==> config.mk <==
export PLATFORM = sky130hd
export DESIGN_NAME = cvcpi_ctrl
export DESIGN_NICKNAME = d
export VERILOG_FILES = /design/src/hdl/cvcpi_pkg.sv /design/src/hdl/cvcpi_ctrl.sv
export SDC_FILE = /design/constraint.sdc
export NUM_CORES = 1
export LEC_CHECK = 0
export BUFFER_PORTS_ARGS = -buffer_cell sky130_fd_sc_hd__buf_2
export CAP_MARGIN = 20
export CORE_AREA = 5 5 42 44
export CTS_CLUSTER_SIZE = 14
export DETAILED_ROUTE_END_ITERATION = 6
export DIE_AREA = 0 0 47 49
export SLEW_MARGIN = 20
export SYNTH_ARGS = -nofsm -noshare
export SYNTH_HDL_FRONTEND = slang
export SYNTH_SLANG_ARGS = --single-unit
==> constraint.sdc <==
create_clock -name clk -period 1.1 [get_ports clk]
set_input_delay 0 -clock clk [delete_from_list [all_inputs] [get_ports clk]]
set_output_delay 0 -clock clk [all_outputs]
set_load 0.03 [all_outputs]
==> src/hdl/cvcpi_pkg.sv <==
// shared types, constants and reset values of the cascaded voltage/current pi unit
`timescale 1ns / 1ps
`default_nettype none

package cvcpi_pkg;

	localparam int DATA_W    = 32;
	localparam int SUM_W     = DATA_W + 1;
	localparam int MUL_W     = 33;
	localparam int PROD_W    = 2 * MUL_W;
	localparam int ACC_W     = 80;
	localparam int INTEG_W   = 48;
	localparam int RES_W     = 50;
	localparam int U_W       = 17;
	localparam int DUTY_W    = 16;
	localparam int CFG_IDX_W = 3;

	localparam logic signed [DATA_W-1:0] VOLT_INT_GAIN_RST = -32'sd19375372;
	localparam logic signed [DATA_W-1:0] VOLT_FB_GAIN_RST  = 32'sd16515;
	localparam logic signed [DATA_W-1:0] CURR_INT_GAIN_RST = -32'sd8623509;
	localparam logic signed [DATA_W-1:0] CURR_FB_GAIN_RST  = 32'sd2053;
	localparam logic signed [DATA_W-1:0] IREF_UPPER_RST    = 32'sd655360;
	localparam logic signed [DATA_W-1:0] IREF_LOWER_RST    = -32'sd655360;
	localparam logic        [DATA_W-1:0] SAMPLE_PERIOD_RST = 32'd42950;

	localparam logic [U_W-1:0] U_MAX = 17'd65536;

	typedef enum logic [CFG_IDX_W-1:0] {
		REG_VOLT_INT_GAIN = 3'd0,
		REG_VOLT_FB_GAIN  = 3'd1,
		REG_CURR_INT_GAIN = 3'd2,
		REG_CURR_FB_GAIN  = 3'd3,
		REG_IREF_UPPER    = 3'd4,
		REG_IREF_LOWER    = 3'd5,
		REG_SAMPLE_PERIOD = 3'd6
	} reg_idx_t;

	typedef struct packed {
		logic signed [DATA_W-1:0] volt_int_gain;
		logic signed [DATA_W-1:0] volt_fb_gain;
		logic signed [DATA_W-1:0] curr_int_gain;
		logic signed [DATA_W-1:0] curr_fb_gain;
		logic signed [DATA_W-1:0] iref_upper;
		logic signed [DATA_W-1:0] iref_lower;
		logic        [DATA_W-1:0] sample_period;
	} cfg_t;

	typedef enum logic [3:0] {
		OP_NONE,
		OP_SUM,
		OP_MDH,
		OP_MDL,
		OP_MFB,
		OP_INT,
		OP_MKH,
		OP_MKL,
		OP_KAC,
		OP_RES,
		OP_CLP
	} op_t;

	typedef struct packed {
		op_t  op;
		logic loop;
		logic capture;
		logic clear;
		logic load_out;
	} cmd_t;

endpackage

`default_nettype wire

==> src/hdl/cvcpi_ctrl.sv <==
// controller: step sequencer for both loops and the result word handshake
`timescale 1ns / 1ps
`default_nettype none

module cvcpi_ctrl (
	input  wire logic            clk,
	input  wire logic            arst_n,
	input  wire logic            cmd_valid,
	output logic                 cmd_stall,
	input  wire logic            action,
	output logic                 rsp_valid,
	input  wire logic            rsp_stall,
	output cvcpi_pkg::cmd_t      cmd
);

	typedef enum logic [3:0] {
		S_IDLE,
		S_SUM,
		S_MDH,
		S_MDL,
		S_MFB,
		S_INT,
		S_MKH,
		S_MKL,
		S_KAC,
		S_RES,
		S_CLP
	} state_t;

	state_t state_q;
	logic   loop_q;
	logic   rsp_valid_q;
	logic   out_free;
	logic   accept;

	assign out_free  = !rsp_valid_q || !rsp_stall;
	assign cmd_stall = (state_q != S_IDLE);
	assign accept    = cmd_valid && (state_q == S_IDLE);
	assign rsp_valid = rsp_valid_q;

	always_comb begin
		cmd.loop     = loop_q;
		cmd.capture  = accept;
		cmd.clear    = accept && action;
		cmd.load_out = (state_q == S_CLP) && loop_q && out_free;
		case (state_q)
			S_SUM:   cmd.op = cvcpi_pkg::OP_SUM;
			S_MDH:   cmd.op = cvcpi_pkg::OP_MDH;
			S_MDL:   cmd.op = cvcpi_pkg::OP_MDL;
			S_MFB:   cmd.op = cvcpi_pkg::OP_MFB;
			S_INT:   cmd.op = cvcpi_pkg::OP_INT;
			S_MKH:   cmd.op = cvcpi_pkg::OP_MKH;
			S_MKL:   cmd.op = cvcpi_pkg::OP_MKL;
			S_KAC:   cmd.op = cvcpi_pkg::OP_KAC;
			S_RES:   cmd.op = cvcpi_pkg::OP_RES;
			S_CLP:   cmd.op = cvcpi_pkg::OP_CLP;
			default: cmd.op = cvcpi_pkg::OP_NONE;
		endcase
	end

	always_ff @(posedge clk or negedge arst_n) begin
		if (!arst_n) begin
			state_q     <= S_IDLE;
			loop_q      <= 1'b0;
			rsp_valid_q <= 1'b0;
		end else begin
			if (cmd.load_out) rsp_valid_q <= 1'b1;
			else if (!rsp_stall) rsp_valid_q <= 1'b0;
			case (state_q)
				S_IDLE: begin
					if (accept && !action) begin
						state_q <= S_SUM;
						loop_q  <= 1'b0;
					end
				end
				S_SUM: state_q <= S_MDH;
				S_MDH: state_q <= S_MDL;
				S_MDL: state_q <= S_MFB;
				S_MFB: state_q <= S_INT;
				S_INT: state_q <= S_MKH;
				S_MKH: state_q <= S_MKL;
				S_MKL: state_q <= S_KAC;
				S_KAC: state_q <= S_RES;
				S_RES: state_q <= S_CLP;
				S_CLP: begin
					if (!loop_q) begin
						loop_q  <= 1'b1;
						state_q <= S_SUM;
					end else if (out_free) begin
						state_q <= S_IDLE;
					end
				end
				default: state_q <= S_IDLE;
			endcase
		end
	end

endmodule

`default_nettype wire

# == Word-level counts from Yosys, hierarchy flattened ==
# Memories as Yosys holds them, arrays and structs flattened.
# Cells that the tools add are included.
# word_totals
regBits,6
rom_bits,64
in_bits,5
out_inout_bits,10
n_memories,1
# classes
n_eq_ne,13
muxes,8
reduce_logical,14
# memory_table
memory,words,word_bits,rd,rd_clocked_by_memory_dff,wr,line_no,source
(name not given),16,4,1,0,0,cvcpi_ctrl.sv:46,case (state_q)
# op_table
op,count
$pmux 4 s11,1
$eq 4x3->1 const B,4
$eq 4x4->1 const B,3
$mux 4,3
$eq 4x2->1 const B,2
$logic_and 1x1->1,5
$eq 4x1->1 const B,1
$logic_not 4->1,1
$ne 2x1->1 const B,2
$reduce_and 2->1,2
$reduce_bool 4->1,1
$logic_not 1->1,3
$mux 1,3
$ne 3x3->1 const B,1
$pmux 1 s2,1
$reduce_bool 2->1,1
$logic_or 1x1->1,1

# == Depth between registers and ports, before layout ==
# depth
depth_word,5
mapped_depth,4
depth_no_buf,2

# == Worst setup path before layout ==
# OpenSTA, ideal clock, no wires.
# synth_timing
path_kind,flip-flop to output port
start,register state_q[2]
end,output cmd[0] (netlist name)
t_arrival_ns,1.403
required_time_ns,1.100
slack_ns,-0.303
path_stages_with_launch,3
cell_sequence,dfrtp_1 -> nand4bb_1 -> nor3b_1
# synth_rtl
element,line_no,source
"start, declared",cvcpi_ctrl.sv:30,state_t state_q;
"start signal, assigned",cvcpi_ctrl.sv:63,state_q <= S_IDLE;
"start signal, assigned",cvcpi_ctrl.sv:72,state_q <= S_SUM;
"start signal, assigned",cvcpi_ctrl.sv:76,S_SUM: state_q <= S_MDH;
"end, declared",cvcpi_ctrl.sv:13,output cvcpi_pkg::cmd_t cmd

==> results.json <==
{
  "outcome": "finished with violations",
  "startpoint_type": "flop",
  "synth.ff_latch_count": 6,
  "final_common_cell": "buf_6",
  "p_per_area_mw_per_mm2": 3300,
  "hold_class": "in2reg",
  "cp.arrival_ns": 1.37,
  "pre_cts_ws_ns": -0.166,
  "relSlewSlack_pct": 82.1,
  "layout-area-overhead-vs-synth_pct": 89.9,
  "leakage_nw": 0.402,
  "final_cell_mix": "buf_6 (18), buf_4 (13), buf_2 (6)",
  "antenna_left": 0,
  "grt_pass1_wl_mm": 1.98,
  "dpl_cell_area_sq_um": 603,
  "ys_seq_area_share_pct": 32.9,
  "hold_violations": 0,
  "place.gp.congestion": 0.692,
  "antenna_found_initial": 0,
  "dr_total_vias": 481,
  "drc": 0,
  "required_ns": 1.10,
  "num_io_pins": 15,
  "start_util_pct": 32.6,
  "io_buffers": 14,
  "ir_worst_vdd_v": 0.00156,
  "worstPathMaxFanout": 4,
  "core_sq_mm": 0.00140,
  "grtUsageTotal_pct": 12.4,
  "die_h_um": 49,
  "cts_root_buf": "clkbuf_4",
  "dieWidth_um": 47,
  "clkLatencyLatePin_ns": 0.24,
  "dr.pass1.iters": 3,
  "cp-end-kind": "output port",
  "cts_tree": "yes",
  "netlist_instances": 48,
  "syn_nets": 53,
  "tightest_slew_ns": 0.266,
  "die_area_sq_mm": 0.00230,
  "min_period_over_period_pct": 124,
  "drive_gt1_share_pct": 66.7,
  "grt_max_degree": 11,
  "clockBufferDepth": 2,
  "synth.avg_cell_area_sq_um": 9.51,
  "std_cell_rows": 14,
  "grt_pass1_vias": 451,
  "nNetsFinal": 91,
  "fmax_mhz": 732,
  "violations": "setup timing",
  "crit_type": "reg2out",
  "antenna_cells": 0,
  "htreeDepth": 1,
  "fin_area_sq_um": 867,
  "cap_viol_max_count": 0,
  "grt_overflow": 0,
  "numClockSinks": 6,
  "rsz0062_at_grt": "true",
  "skew_ns": 0.00548,
  "wl_mm": 1.35,
  "path_clk_slew_ns": 0.04,
  "period_minus_slack_ns": 1.37,
  "synth_cell_types": 31,
  "viasPerCell": 4.81,
  "first_iter_violations": 7,
  "finalSetupViolCount": 13,
  "dp_hpwl_um": 836,
  "avgRoutedWirePerCell_um": 13.5,
  "fin_ws_ns": -0.267,
  "syn-cell-area_sq_um": 457,
  "yosys_warnings": 0,
  "slew_viol_final": 0,
  "cts_buffers": 3
}
[cell type report]
type	count	area [sq um]
clock buffers	3	22.5
fillers	120	534
multi-input cells	32	305
flip-flops and latches	6	154
well taps	16	20.0
inverters	4	15.0
repair buffers	39	350
[path summary, 6_finish.rpt]
check	cells past startpoint	end	slack (ns)	startpoint
worst min-delay path	3	loop_q	0.03	action
worst max-delay path	3	cmd[1]	-0.27	state_q[0]
min in group asynchronous	2	state_q[3]	0.11	arst_n
worst max register to register	5	state_q[1]	-0.24	state_q[0]
worst min register to register	2	rsp_valid	0.53	rsp_valid
max in group asynchronous	2	state_q[0]	0.83	arst_n
[layer usage]
layer	track usage, %	routed length, um
met3	4.80	65
met2	19.2	681
met4	5.53	13
met1	14.7	588
met5	0	0
[cells by family after synthesis]
group	after synthesis	share of synthesized area, %
compound gates	12	23.6
buf+inv	10	14.2
flops	6	32.9
simple gates	20	29.3
[cells in the mapped netlist]
cell | number | area (sq um)
nand4b_1 | 1 | 8.76
nand2b_1 | 3 | 18.8
and3_1 | 1 | 6.26
buf_4 | 3 | 22.5
nor2b_1 | 1 | 6.26
a21bo_1 | 1 | 10.0
nor4_2 | 1 | 12.5
nand4_1 | 1 | 6.26
nand4bb_1 | 1 | 11.3
inv_1 | 3 | 11.3
buf_6 | 2 | 22.5
o21ai_1 | 2 | 10.0
dfrtp_1 | 6 | 150
a22o_1 | 1 | 8.76
o211ai_1 | 1 | 7.51
nand3_1 | 1 | 5.00
nor2_1 | 2 | 7.51
a21oi_1 | 2 | 10.0
buf_2 | 1 | 5.00
and2_1 | 1 | 6.26
o21a_1 | 1 | 7.51
nor3_1 | 1 | 5.00
a221oi_2 | 1 | 15.0
a311oi_2 | 1 | 15.0
nand3b_1 | 1 | 7.51
nor3b_1 | 1 | 7.51
a21o_1 | 1 | 7.51
inv_2 | 1 | 3.75
o41ai_2 | 1 | 16.3
or3b_1 | 2 | 17.5
nand2_1 | 2 | 7.51
[worst max-delay path, cell delays in order, from the launching register on]
cell and delay, ns:
dfrtp_2 0.43, nor4_4 0.33, and3_4 0.24, buf_6 0.13
[power by group]
group          internal (W)  switching (W)  total (W)  leakage [nW]
combinational       0.00120       0.000998    0.00220         0.319
clock              0.000123      0.0000742   0.000197        0.0138
sequential         0.000326       0.000140   0.000466        0.0690
[flip-flops by register name (all words and copies together) (netlist names)]
register and flops:
rsp_valid 1, state_q 4, loop_q 1
[through the flow]
stage	std cells	power (W)	hold WS (ns)	utilization [%]	setup TNS, ns
after floorplan	48	0.00144	-0.296	-	-0.0507
after global placement	84	0.00184	-0.170	43.0	-0.477
after detailed placement	84	0.00184	-0.174	43.0	-0.515
after CTS	93	0.00249	0.0247	54.9	-1.94
after global routing	100	0.00303	0.0455	61.9	-2.94
final	100	0.00286	0.0346	61.9	-2.24
[repair_timing]
action	CTS	global route
hold buffers	2	0
setup buffers	4	7
pin swaps	9	4
endpoints found under the hold margin	7	0
setup endpoints to repair	12	13
resized for setup	26	10
Note: power is estimated with default switching activity, not from simulation.
