[src/hdl/cvcpi_pkg.sv]
// shared types, constants and reset values of the cascaded voltage/current pi unit
`timescale 1ns / 1ps
`default_nettype none

package cvcpi_pkg;

	localparam int DATA_W    = 32;
	localparam int SUM_W     = DATA_W + 1;
	localparam int MUL_W     = 33;
	localparam int PROD_W    = 2 * MUL_W;
	localparam int ACC_W     = 80;
	localparam int INTEG_W   = 48;
	localparam int RES_W     = 50;
	localparam int U_W       = 17;
	localparam int DUTY_W    = 16;
	localparam int CFG_IDX_W = 3;

	localparam logic signed [DATA_W-1:0] VOLT_INT_GAIN_RST = -32'sd19375372;
	localparam logic signed [DATA_W-1:0] VOLT_FB_GAIN_RST  = 32'sd16515;
	localparam logic signed [DATA_W-1:0] CURR_INT_GAIN_RST = -32'sd8623509;
	localparam logic signed [DATA_W-1:0] CURR_FB_GAIN_RST  = 32'sd2053;
	localparam logic signed [DATA_W-1:0] IREF_UPPER_RST    = 32'sd655360;
	localparam logic signed [DATA_W-1:0] IREF_LOWER_RST    = -32'sd655360;
	localparam logic        [DATA_W-1:0] SAMPLE_PERIOD_RST = 32'd42950;

	localparam logic [U_W-1:0] U_MAX = 17'd65536;

	typedef enum logic [CFG_IDX_W-1:0] {
		REG_VOLT_INT_GAIN = 3'd0,
		REG_VOLT_FB_GAIN  = 3'd1,
		REG_CURR_INT_GAIN = 3'd2,
		REG_CURR_FB_GAIN  = 3'd3,
		REG_IREF_UPPER    = 3'd4,
		REG_IREF_LOWER    = 3'd5,
		REG_SAMPLE_PERIOD = 3'd6
	} reg_idx_t;

	typedef struct packed {
		logic signed [DATA_W-1:0] volt_int_gain;
		logic signed [DATA_W-1:0] volt_fb_gain;
		logic signed [DATA_W-1:0] curr_int_gain;
		logic signed [DATA_W-1:0] curr_fb_gain;
		logic signed [DATA_W-1:0] iref_upper;
		logic signed [DATA_W-1:0] iref_lower;
		logic        [DATA_W-1:0] sample_period;
	} cfg_t;

	typedef enum logic [3:0] {
		OP_NONE,
		OP_SUM,
		OP_MDH,
		OP_MDL,
		OP_MFB,
		OP_INT,
		OP_MKH,
		OP_MKL,
		OP_KAC,
		OP_RES,
		OP_CLP
	} op_t;

	typedef struct packed {
		op_t  op;
		logic loop;
		logic capture;
		logic clear;
		logic load_out;
	} cmd_t;

endpackage

`default_nettype wire

[src/hdl/cvcpi_dp.sv]
// datapath: error, trapezoid integrator, shared multiplier, gain terms and clamps
`timescale 1ns / 1ps
`default_nettype none

module cvcpi_dp (
	input  wire logic                                  clk,
	input  wire logic                                  arst_n,
	input  wire cvcpi_pkg::cfg_t                       cfg,
	input  wire cvcpi_pkg::cmd_t                       cmd,
	input  wire logic signed [cvcpi_pkg::DATA_W-1:0]   current_meas,
	input  wire logic signed [cvcpi_pkg::DATA_W-1:0]   voltage_meas,
	input  wire logic signed [cvcpi_pkg::DATA_W-1:0]   voltage_ref,
	output logic             [cvcpi_pkg::DUTY_W-1:0]   duty,
	output logic signed      [cvcpi_pkg::DATA_W-1:0]   current_ref
);

	logic signed [cvcpi_pkg::DATA_W-1:0]  cm_q, vm_q, vr_q;
	logic signed [cvcpi_pkg::DATA_W-1:0]  volt_prev_q, curr_prev_q, iref_q;
	logic signed [cvcpi_pkg::INTEG_W-1:0] volt_integ_q, curr_integ_q, fb_q;
	logic signed [cvcpi_pkg::SUM_W-1:0]   s_q;
	logic signed [cvcpi_pkg::PROD_W-1:0]  prod_q;
	logic signed [cvcpi_pkg::ACC_W-1:0]   acc_q;
	logic signed [cvcpi_pkg::RES_W-1:0]   r_q;
	logic        [cvcpi_pkg::DUTY_W-1:0]  duty_q;
	logic signed [cvcpi_pkg::DATA_W-1:0]  cref_q;

	logic signed [cvcpi_pkg::DATA_W-1:0]  ref_sel, meas_sel, prev_sel, int_gain, fb_gain;
	logic signed [cvcpi_pkg::INTEG_W-1:0] integ_sel, integ_new;
	logic signed [cvcpi_pkg::SUM_W-1:0]   err_wide, sum_w;
	logic signed [cvcpi_pkg::DATA_W-1:0]  err_sat;
	logic signed [cvcpi_pkg::MUL_W-1:0]   mul_a, mul_b;
	logic signed [cvcpi_pkg::PROD_W-1:0]  prod;
	logic signed [cvcpi_pkg::RES_W-1:0]   int_sum, upper_w, lower_w;
	logic signed [cvcpi_pkg::DATA_W-1:0]  iref_clamp;
	logic        [cvcpi_pkg::U_W-1:0]     u_clamp;

	always_comb begin
		ref_sel   = cmd.loop ? iref_q : vr_q;
		meas_sel  = cmd.loop ? cm_q : vm_q;
		prev_sel  = cmd.loop ? curr_prev_q : volt_prev_q;
		integ_sel = cmd.loop ? curr_integ_q : volt_integ_q;
		int_gain  = cmd.loop ? cfg.curr_int_gain : cfg.volt_int_gain;
		fb_gain   = cmd.loop ? cfg.curr_fb_gain : cfg.volt_fb_gain;
	end

	// saturated error and trapezoid sum
	always_comb begin
		err_wide = cvcpi_pkg::SUM_W'(ref_sel) - cvcpi_pkg::SUM_W'(meas_sel);
		if (err_wide[cvcpi_pkg::SUM_W-1] != err_wide[cvcpi_pkg::DATA_W-1]) begin
			err_sat = err_wide[cvcpi_pkg::SUM_W-1] ? {1'b1, {(cvcpi_pkg::DATA_W-1){1'b0}}}
			                                       : {1'b0, {(cvcpi_pkg::DATA_W-1){1'b1}}};
		end else begin
			err_sat = err_wide[cvcpi_pkg::DATA_W-1:0];
		end
		sum_w = cvcpi_pkg::SUM_W'(err_sat) + cvcpi_pkg::SUM_W'(prev_sel);
	end

	// shared multiplier operand select
	always_comb begin
		mul_a = '0;
		mul_b = '0;
		case (cmd.op)
			cvcpi_pkg::OP_MDH: begin
				mul_a = s_q;
				mul_b = $signed({17'b0, cfg.sample_period[31:16]});
			end
			cvcpi_pkg::OP_MDL: begin
				mul_a = s_q;
				mul_b = $signed({17'b0, cfg.sample_period[15:0]});
			end
			cvcpi_pkg::OP_MFB: begin
				mul_a = cvcpi_pkg::MUL_W'(fb_gain);
				mul_b = cvcpi_pkg::MUL_W'(meas_sel);
			end
			cvcpi_pkg::OP_MKH: begin
				mul_a = cvcpi_pkg::MUL_W'(int_gain);
				mul_b = cvcpi_pkg::MUL_W'($signed(integ_sel[47:24]));
			end
			cvcpi_pkg::OP_MKL: begin
				mul_a = cvcpi_pkg::MUL_W'(int_gain);
				mul_b = $signed({9'b0, integ_sel[23:0]});
			end
			default: begin
				mul_a = '0;
				mul_b = '0;
			end
		endcase
		prod = mul_a * mul_b;
	end

	// integrator add with saturation to 48 bits
	always_comb begin
		int_sum = cvcpi_pkg::RES_W'(integ_sel) + cvcpi_pkg::RES_W'(acc_q >>> 17);
		if (int_sum[49:47] == 3'b000 || int_sum[49:47] == 3'b111) begin
			integ_new = int_sum[cvcpi_pkg::INTEG_W-1:0];
		end else if (int_sum[49]) begin
			integ_new = {1'b1, {(cvcpi_pkg::INTEG_W-1){1'b0}}};
		end else begin
			integ_new = {1'b0, {(cvcpi_pkg::INTEG_W-1){1'b1}}};
		end
	end

	// clamps, upper limit tested first
	always_comb begin
		upper_w = cvcpi_pkg::RES_W'(cfg.iref_upper);
		lower_w = cvcpi_pkg::RES_W'(cfg.iref_lower);
		if (r_q > upper_w) begin
			iref_clamp = cfg.iref_upper;
		end else if (r_q < lower_w) begin
			iref_clamp = cfg.iref_lower;
		end else begin
			iref_clamp = r_q[cvcpi_pkg::DATA_W-1:0];
		end
		if (r_q > $signed({33'b0, cvcpi_pkg::U_MAX})) begin
			u_clamp = cvcpi_pkg::U_MAX;
		end else if (r_q[cvcpi_pkg::RES_W-1]) begin
			u_clamp = '0;
		end else begin
			u_clamp = r_q[cvcpi_pkg::U_W-1:0];
		end
	end

	always_ff @(posedge clk or negedge arst_n) begin
		if (!arst_n) begin
			volt_integ_q <= '0;
			curr_integ_q <= '0;
			volt_prev_q  <= '0;
			curr_prev_q  <= '0;
		end else if (cmd.clear) begin
			volt_integ_q <= '0;
			curr_integ_q <= '0;
			volt_prev_q  <= '0;
			curr_prev_q  <= '0;
		end else if (cmd.op == cvcpi_pkg::OP_SUM) begin
			if (cmd.loop) curr_prev_q <= err_sat;
			else          volt_prev_q <= err_sat;
		end else if (cmd.op == cvcpi_pkg::OP_INT) begin
			if (cmd.loop) curr_integ_q <= integ_new;
			else          volt_integ_q <= integ_new;
		end
	end

	always_ff @(posedge clk) begin
		if (cmd.capture) begin
			cm_q <= current_meas;
			vm_q <= voltage_meas;
			vr_q <= voltage_ref;
		end
		case (cmd.op)
			cvcpi_pkg::OP_SUM: s_q <= sum_w;
			cvcpi_pkg::OP_MDH: prod_q <= prod;
			cvcpi_pkg::OP_MDL: begin
				prod_q <= prod;
				acc_q  <= cvcpi_pkg::ACC_W'(prod_q) <<< 16;
			end
			cvcpi_pkg::OP_MFB: begin
				prod_q <= prod;
				acc_q  <= acc_q + cvcpi_pkg::ACC_W'(prod_q);
			end
			cvcpi_pkg::OP_INT: fb_q <= $signed(prod_q[63:16]);
			cvcpi_pkg::OP_MKH: prod_q <= prod;
			cvcpi_pkg::OP_MKL: begin
				prod_q <= prod;
				acc_q  <= cvcpi_pkg::ACC_W'(prod_q) <<< 24;
			end
			cvcpi_pkg::OP_KAC: acc_q <= acc_q + cvcpi_pkg::ACC_W'(prod_q);
			cvcpi_pkg::OP_RES: begin
				r_q <= -cvcpi_pkg::RES_W'($signed(acc_q[79:32])) - cvcpi_pkg::RES_W'(fb_q);
			end
			cvcpi_pkg::OP_CLP: begin
				if (!cmd.loop) iref_q <= iref_clamp;
			end
			default: begin
			end
		endcase
		if (cmd.load_out) begin
			duty_q <= u_clamp[cvcpi_pkg::U_W-1:1];
			cref_q <= iref_q;
		end
	end

	assign duty        = duty_q;
	assign current_ref = cref_q;

endmodule

`default_nettype wire

[config.mk]
export PLATFORM = sky130hd
export DESIGN_NAME = cvcpi_dp
export DESIGN_NICKNAME = d
export VERILOG_FILES = /design/src/hdl/cvcpi_pkg.sv /design/src/hdl/cvcpi_dp.sv
export SDC_FILE = /design/constraint.sdc
export NUM_CORES = 2
export LEC_CHECK = 0
export ABC_AREA = 1
export BUFFER_PORTS_ARGS = -buffer_cell sky130_fd_sc_hd__buf_2
export CORE_UTILIZATION = 40
export DETAILED_ROUTE_END_ITERATION = 7
export SETUP_SLACK_MARGIN = 0.02
export SLEW_MARGIN = 20
export SYNTH_ARGS = -nofsm -noshare
export SYNTH_HDL_FRONTEND = slang
export SYNTH_SLANG_ARGS = --single-unit
[constraint.sdc]
create_clock -name clk -period 14.1 [get_ports clk]
set_input_delay 1.41 -clock clk [delete_from_list [all_inputs] [get_ports clk]]
set_output_delay 1.41 -clock clk [all_outputs]
set_load 0.005 [all_outputs]
Word level (Yosys, flattened, before mapping)
Index checks and enable logic that the tools add are counted.
{ "word_totals": {"out_inout_bits": 48, "ff_bits": 613, "word_cells": 87, "input_bits": 330} }
{ "op_classes": {"n_reduce_logical": 16, "n_mul": 1, "bitwise": 1, "n_mux": 30, "order_cmp": 3, "eq_ne": 14, "add_sub_neg": 6} }
{ "ops": {"columns": ["cell", "n"], "rows": [
  ["48-bit two-way mux", 11],
  ["32-bit two-way mux", 15],
  ["80-bit case mux with 3 select lines", 1],
  ["33-bit case mux with 5 select lines", 1],
  ["33-bit case mux with 3 select lines", 1],
  ["80-bit by 66-bit adder with 80-bit output", 1],
  ["33-bit by 33-bit multiplier with 66-bit output", 1],
  ["48-bit by 50-bit adder with 50-bit output", 1],
  ["50-bit by 18-bit > comparator with 1-bit output, second input constant", 1],
  ["50-bit by 32-bit > comparator with 1-bit output", 1],
  ["50-bit by 32-bit less-than comparator with 1-bit output", 1],
  ["48-bit negation with 50-bit output", 1],
  ["50-bit by 48-bit subtractor with 50-bit output", 1],
  ["32-bit by 32-bit adder with 33-bit output", 1],
  ["32-bit by 32-bit subtractor with 33-bit output", 1],
  ["17-bit two-way mux", 1],
  ["4-bit by 3-bit equality test with 1-bit output, second input constant", 4],
  ["4-bit equality test, second input constant", 3],
  ["4-bit by 2-bit equality test with 1-bit output, second input constant", 2],
  ["2-bit OR reduction", 4],
  ["2-bit AND reduction", 3],
  ["3-bit AND reduction", 2],
  ["2-bit nonzero test", 3],
  ["5-bit OR reduction", 1],
  ["other kinds (8)", 9]
]} }

Depth between registers and ports, before layout
{ "logic_depth": {"word_depth": 9, "ltp_mapped": 41, "mapped_depth_nobuf": 39} }

Worst setup path before layout
Ideal clock, no wire load.
{ "synth_timing": {"path_type": "in2reg", "start": "in cmd[4] (netlist name)", "end": "reg prod_q[61] (netlist name) (data pin)", "setup_ps": 253, "setup_slack_ps": 4738, "stages": 31, "required_ps": 13847, "arrival_time_ps": 9110, "path_buffers": 3, "path_cell_list": "buf_2 > nor2_1 > inv_1 > nor2_4 > inv_2 > buf_2 > o21ai_1 > nor2_1 > clkbuf_1 > nor2_1 > fa_1 > fa_1 > fa_1 > fa_1 > inv_1 > fa_1 > inv_1 > fa_1 > fa_1 > inv_1 > fa_1 > inv_1 > ha_1 > a21oi_1 > inv_1 > a31oi_1 > o21ai_0 > a221oi_1 > nand3_1 > nand2_1 > nand2_1"} }
{ "synth_via": {"elab_chain_len": 4, "elab_cells_between_ends": 10, "cone_classes": "1 x mul; 5 x eq/ne; 2 x mux; 2 x reduce/logical"} }
{ "synth_lines": {"columns": ["item", "line", "source"], "rows": [
  ["from (decl)", "cvcpi_dp.sv:9", "input wire cvcpi_pkg::cmd_t cmd,"],
  ["4-bit by 3-bit equality test with 1-bit output or 4-bit by 2-bit equality test with 1-bit output (tied branches)", "cvcpi_dp.sv:62", "case (cmd.op)"],
  ["2-bit OR reduction (no line)", null, null],
  ["33-bit case mux with 3 select lines", "cvcpi_dp.sv:62", null],
  ["33-bit by 33-bit multiplier with 66-bit output (*)", "cvcpi_dp.sv:88", "prod = mul_a * mul_b;"],
  ["net prod, one bit", "cvcpi_dp.sv:32", "logic signed [cvcpi_pkg::PROD_W-1:0] prod;"],
  ["to (signal assigned)", "cvcpi_dp.sv:151", "cvcpi_pkg::OP_MDH: prod_q <= prod;"],
  ["to (signal assigned)", "cvcpi_dp.sv:153", "prod_q <= prod;"],
  ["to (signal assigned)", "cvcpi_dp.sv:157", "prod_q <= prod;"],
  ["to (decl)", "cvcpi_dp.sv:21", "logic signed [cvcpi_pkg::PROD_W-1:0] prod_q;"]
]} }
Mark *: on every way through the listed nets, which the timed path passes. The rest lies on a longest branch.
A chain may end at the register's enable or synchronous reset.

Worst setup path after layout
{ "layout_timing": {"start": "in cmd[3] (netlist name)", "end": "reg prod_q[41] (netlist name) (data pin)"} }
{ "layout_via": {"elab_chain_len": 3, "elab_cells_between_ends": 7, "cone_classes": "1 x mul; 6 x mux"} }
{ "layout_lines": {"columns": ["item", "line", "source"], "rows": [
  ["48-bit two-way mux, or another cell as far along", "cvcpi_dp.sv:41", "integ_sel = cmd.loop ? curr_integ_q : volt_integ_q;"],
  ["33-bit case mux with 5 select lines or 33-bit case mux with 3 select lines (tied branches)", "cvcpi_dp.sv:62", null],
  ["33-bit by 33-bit multiplier with 66-bit output (*)", "cvcpi_dp.sv:88", null],
  ["net prod, one bit", "cvcpi_dp.sv:32", null]
]} }
Marked as above.

==> results.yml <==
critical_path:
  critPathSlowestCell: "clkinv_1"
  cp-start-kind: "input port"
  critPathMaxFanout: 48
  worstSetupPathType: "in2reg"
  cp.arrival_ns: 11.81
  critPathCaptureType: "register"
  slowest_delay_ns: 1.26
  crit_start: "cmd[3]"
  worst_ep_required_time_ns: 14.52
  crit_top_cell: "inv_1"
  reg2reg_from: "cm_q[8]"
synthesis:
  synth_nets: 13230
  yosysSeqAreaShare_pct: 20.41
  ys.warnings.count: 0
  async_flop_share_pct: 26.10
  syn_inst: 11150
  yosysTopAreaCellShare_pct: 26.71
  ys_types: 61
  synth-main-ff-cell: "edfxtp_1"
  syn-cell-area_um2: 86260
  synthTopCellsByArea: "fa_1 (27%), edfxtp_1 (16%), nand2_1 (13%)"
  synth-seq-cells: 613
  synth_edf_count: 453
  avgSynthCellArea_um2: 7.738
  synth.largest_area_cell: "fa_1"
clock_network:
  cts_tree: "built"
  cts_buffers: 71
  h-tree-depth: 3
  insertion_delay_ns: 0.71
  cts.path.max_buffers: 3
  cts_setup_buffers: 0
  ctsHoldBuffers: 0
  cts_sinks: 613
  post_cts_resized: 0
  cts-root-buf: "clkbuf_16"
  path_clk_slew_ns: 0.06
sta:
  worst_pin_slew_ns: 1.213
  rsz0062_at_grt: "no"
  finalSetupViolCount: 0
  slew_headroom_pct: 18.66
  hold_violations: 0
  fin_skew_ns: 0.05757
  post-route-period-util_pct: 80.74
  drv_slew: 0
  fin_ws_ns: 2.715
  finalSetupTns_ns: 0
  max_freq_ghz: 0.08784
  fin_crit_ns: 11.38
die:
  start_util_pct: 40.23
  ioPinCount: 378
  die_area_um2: 217500
  die_x_um: 466.4
  die_h_um: 466.4
  design.core.area_um2: 214400
  rows: 170
detailed_routing:
  antenna_left: 0
  via_count: 77460
  wl_per_cell_um: 23.80
  drc: 0
  dr.pass1.iters: 7
  wirelength_mm: 339.7
  vias_per_cell: 5.428
  drt_iter0_drc: 7523
global_routing:
  track_usage_pct: 30.94
  grt_pass1_wl_mm: 500.5
  grt_pass1_vias: 77540
  antenna_found_initial: 11
  overflow: 0
  grt_max_degree: 99
worst_hold_path:
  hold_path.class: "reg2reg"
  hp-start: "iref_q[3]"
pwr:
  total_power_mw: 10.41
  max-vdd-ir-drop_mv: 0.1072
  p_leak_nw: 49.04
  power_density_nw_per_um2: 111.2
layout:
  area_growth_pct: 8.551
  mostFrequentLayoutCell: "nand2_1"
  drive_gt1_share_pct: 6.214
  fin_nets: 13460
  mostFrequentLayoutCells: "nand2_1 (2924), inv_1 (2291), fa_1 (1151), nor2_1 (967), ha_1 (603)"
run_status:
  outcome: "finished, final reports clean"
placed_design:
  io_buffers: 377
  dp_hpwl_mm: 280.6
  post-place-ws_ns: 2.267
  gp_congestion: 1.077
run:
  max-cap-violations: 0
==> routing by layer <==
metal | global-route usage (%) | share of wire [%] | up-vias
li1 | - | - | 34800
met1 | 42.01 | 42 | 38210
met2 | 47.97 | 44 | 3747
met3 | 4.847 | 8.3 | 697
met4 | 15.38 | 5.7 | 8
met5 | 0 | 0.018 | -
==> critical path, delay by kind of cell <==
family | cells | cell delay, ns
AO/OA/AOI/OAI | 5 | 1.24
adder cells (fa/ha/maj) | 9 | 4.36
AND/OR/NAND/NOR | 8 | 1.65
buffers and inverters | 13 | 2.88
XOR/XNOR | 1 | 0.17
==> cells in the mapped netlist (all sizes together) (4+ instances only) <==
library cell / n
nor2: 1000
xnor2: 93
o21ai: 351
or2: 19
buf: 169
a22oi: 5
a32o: 6
ha: 603
clkinv: 6
nand2: 2930
nand3b: 23
nand4: 125
nor4: 27
clkbuf: 169
nand3: 477
o211ai: 26
xor2: 122
a21o: 44
inv: 2325
dfrtp: 160
mux2i: 31
a21oi: 543
a31oi: 39
nor3: 80
o21bai: 51
fa: 1151
edfxtp: 453
a22o: 43
o21a: 31
a211oi: 4
and3: 8
a21boi: 13
==> layout make-up <==
cell class / instances / area, µm²
Multi-Input combinational cell: 7865 / 58580
Fill cell: 21800 / 120800
Sequential cell: 613 / 17610
Antenna cell: 6 / 15.01
Clock buffer: 91 / 1946
Timing Repair Buffer: 489 / 2751
Clock inverter: 37 / 422.9
Inverter: 2331 / 8756
Tap cell: 2838 / 3551
==> state kept, by name, indices dropped and copies added, names as in the netlist <==
signal        count
r_q              50
vr_q             32
cm_q             32
current_ref      32
s_q              33
curr_prev_q      32
duty             16
acc_q            80
iref_q           32
curr_integ_q     48
volt_prev_q      32
vm_q             32
fb_q             48
volt_integ_q     48
prod_q           66
==> cells by family after synthesis <==
| group | Yosys count | synth area share (%) |
|---|---|---|
| xor gates and xnor gates | 215 | 2.183 |
| muxes | 31 | 0.3597 |
| adders and majority gates | 1754 | 35.46 |
| DFF | 613 | 20.41 |
| AOI/OAI and AO/OA | 1171 | 7.656 |
| buffers and inverters | 2669 | 11.90 |
| and+or+nand+nor | 4694 | 22.03 |
==> final timing paths <==
kind,endpoint,slack (ns),depth (start not counted)
setup / recovery,prod_q[41],2.72,36
hold / removal,current_ref[3],0.43,0
setup reg to reg,prod_q[41],3.85,30
hold reg to reg,current_ref[3],0.43,0
max in group asynchronous,curr_integ_q[27],11.73,2
min in group asynchronous,curr_prev_q[9],0.79,1
==> through the flow <==
step / util [%] / hold WS (ns) / area, µm² / cells
floorplan: - / 0.4261 / 86260 / 11150
global placement: 42.55 / 0.4354 / 91240 / 14140
detailed placement: 42.56 / 0.4333 / 91240 / 14140
CTS: 43.66 / 0.4261 / 93610 / 14260
global route: 43.67 / 0.4354 / 93620 / 14270
finish: 43.67 / 0.4290 / 93630 / 14270
==> report_power, final <==
part / leakage, nW / internal [mW] / switching (mW)
logic: 41.5 / 1.77 / 3.97
clock network: 1.15 / 1.10 / 0.852
registers: 6.37 / 2.36 / 0.359
total: 49.0 / 5.23 / 5.18
Power figures use the tool's default switching activity.
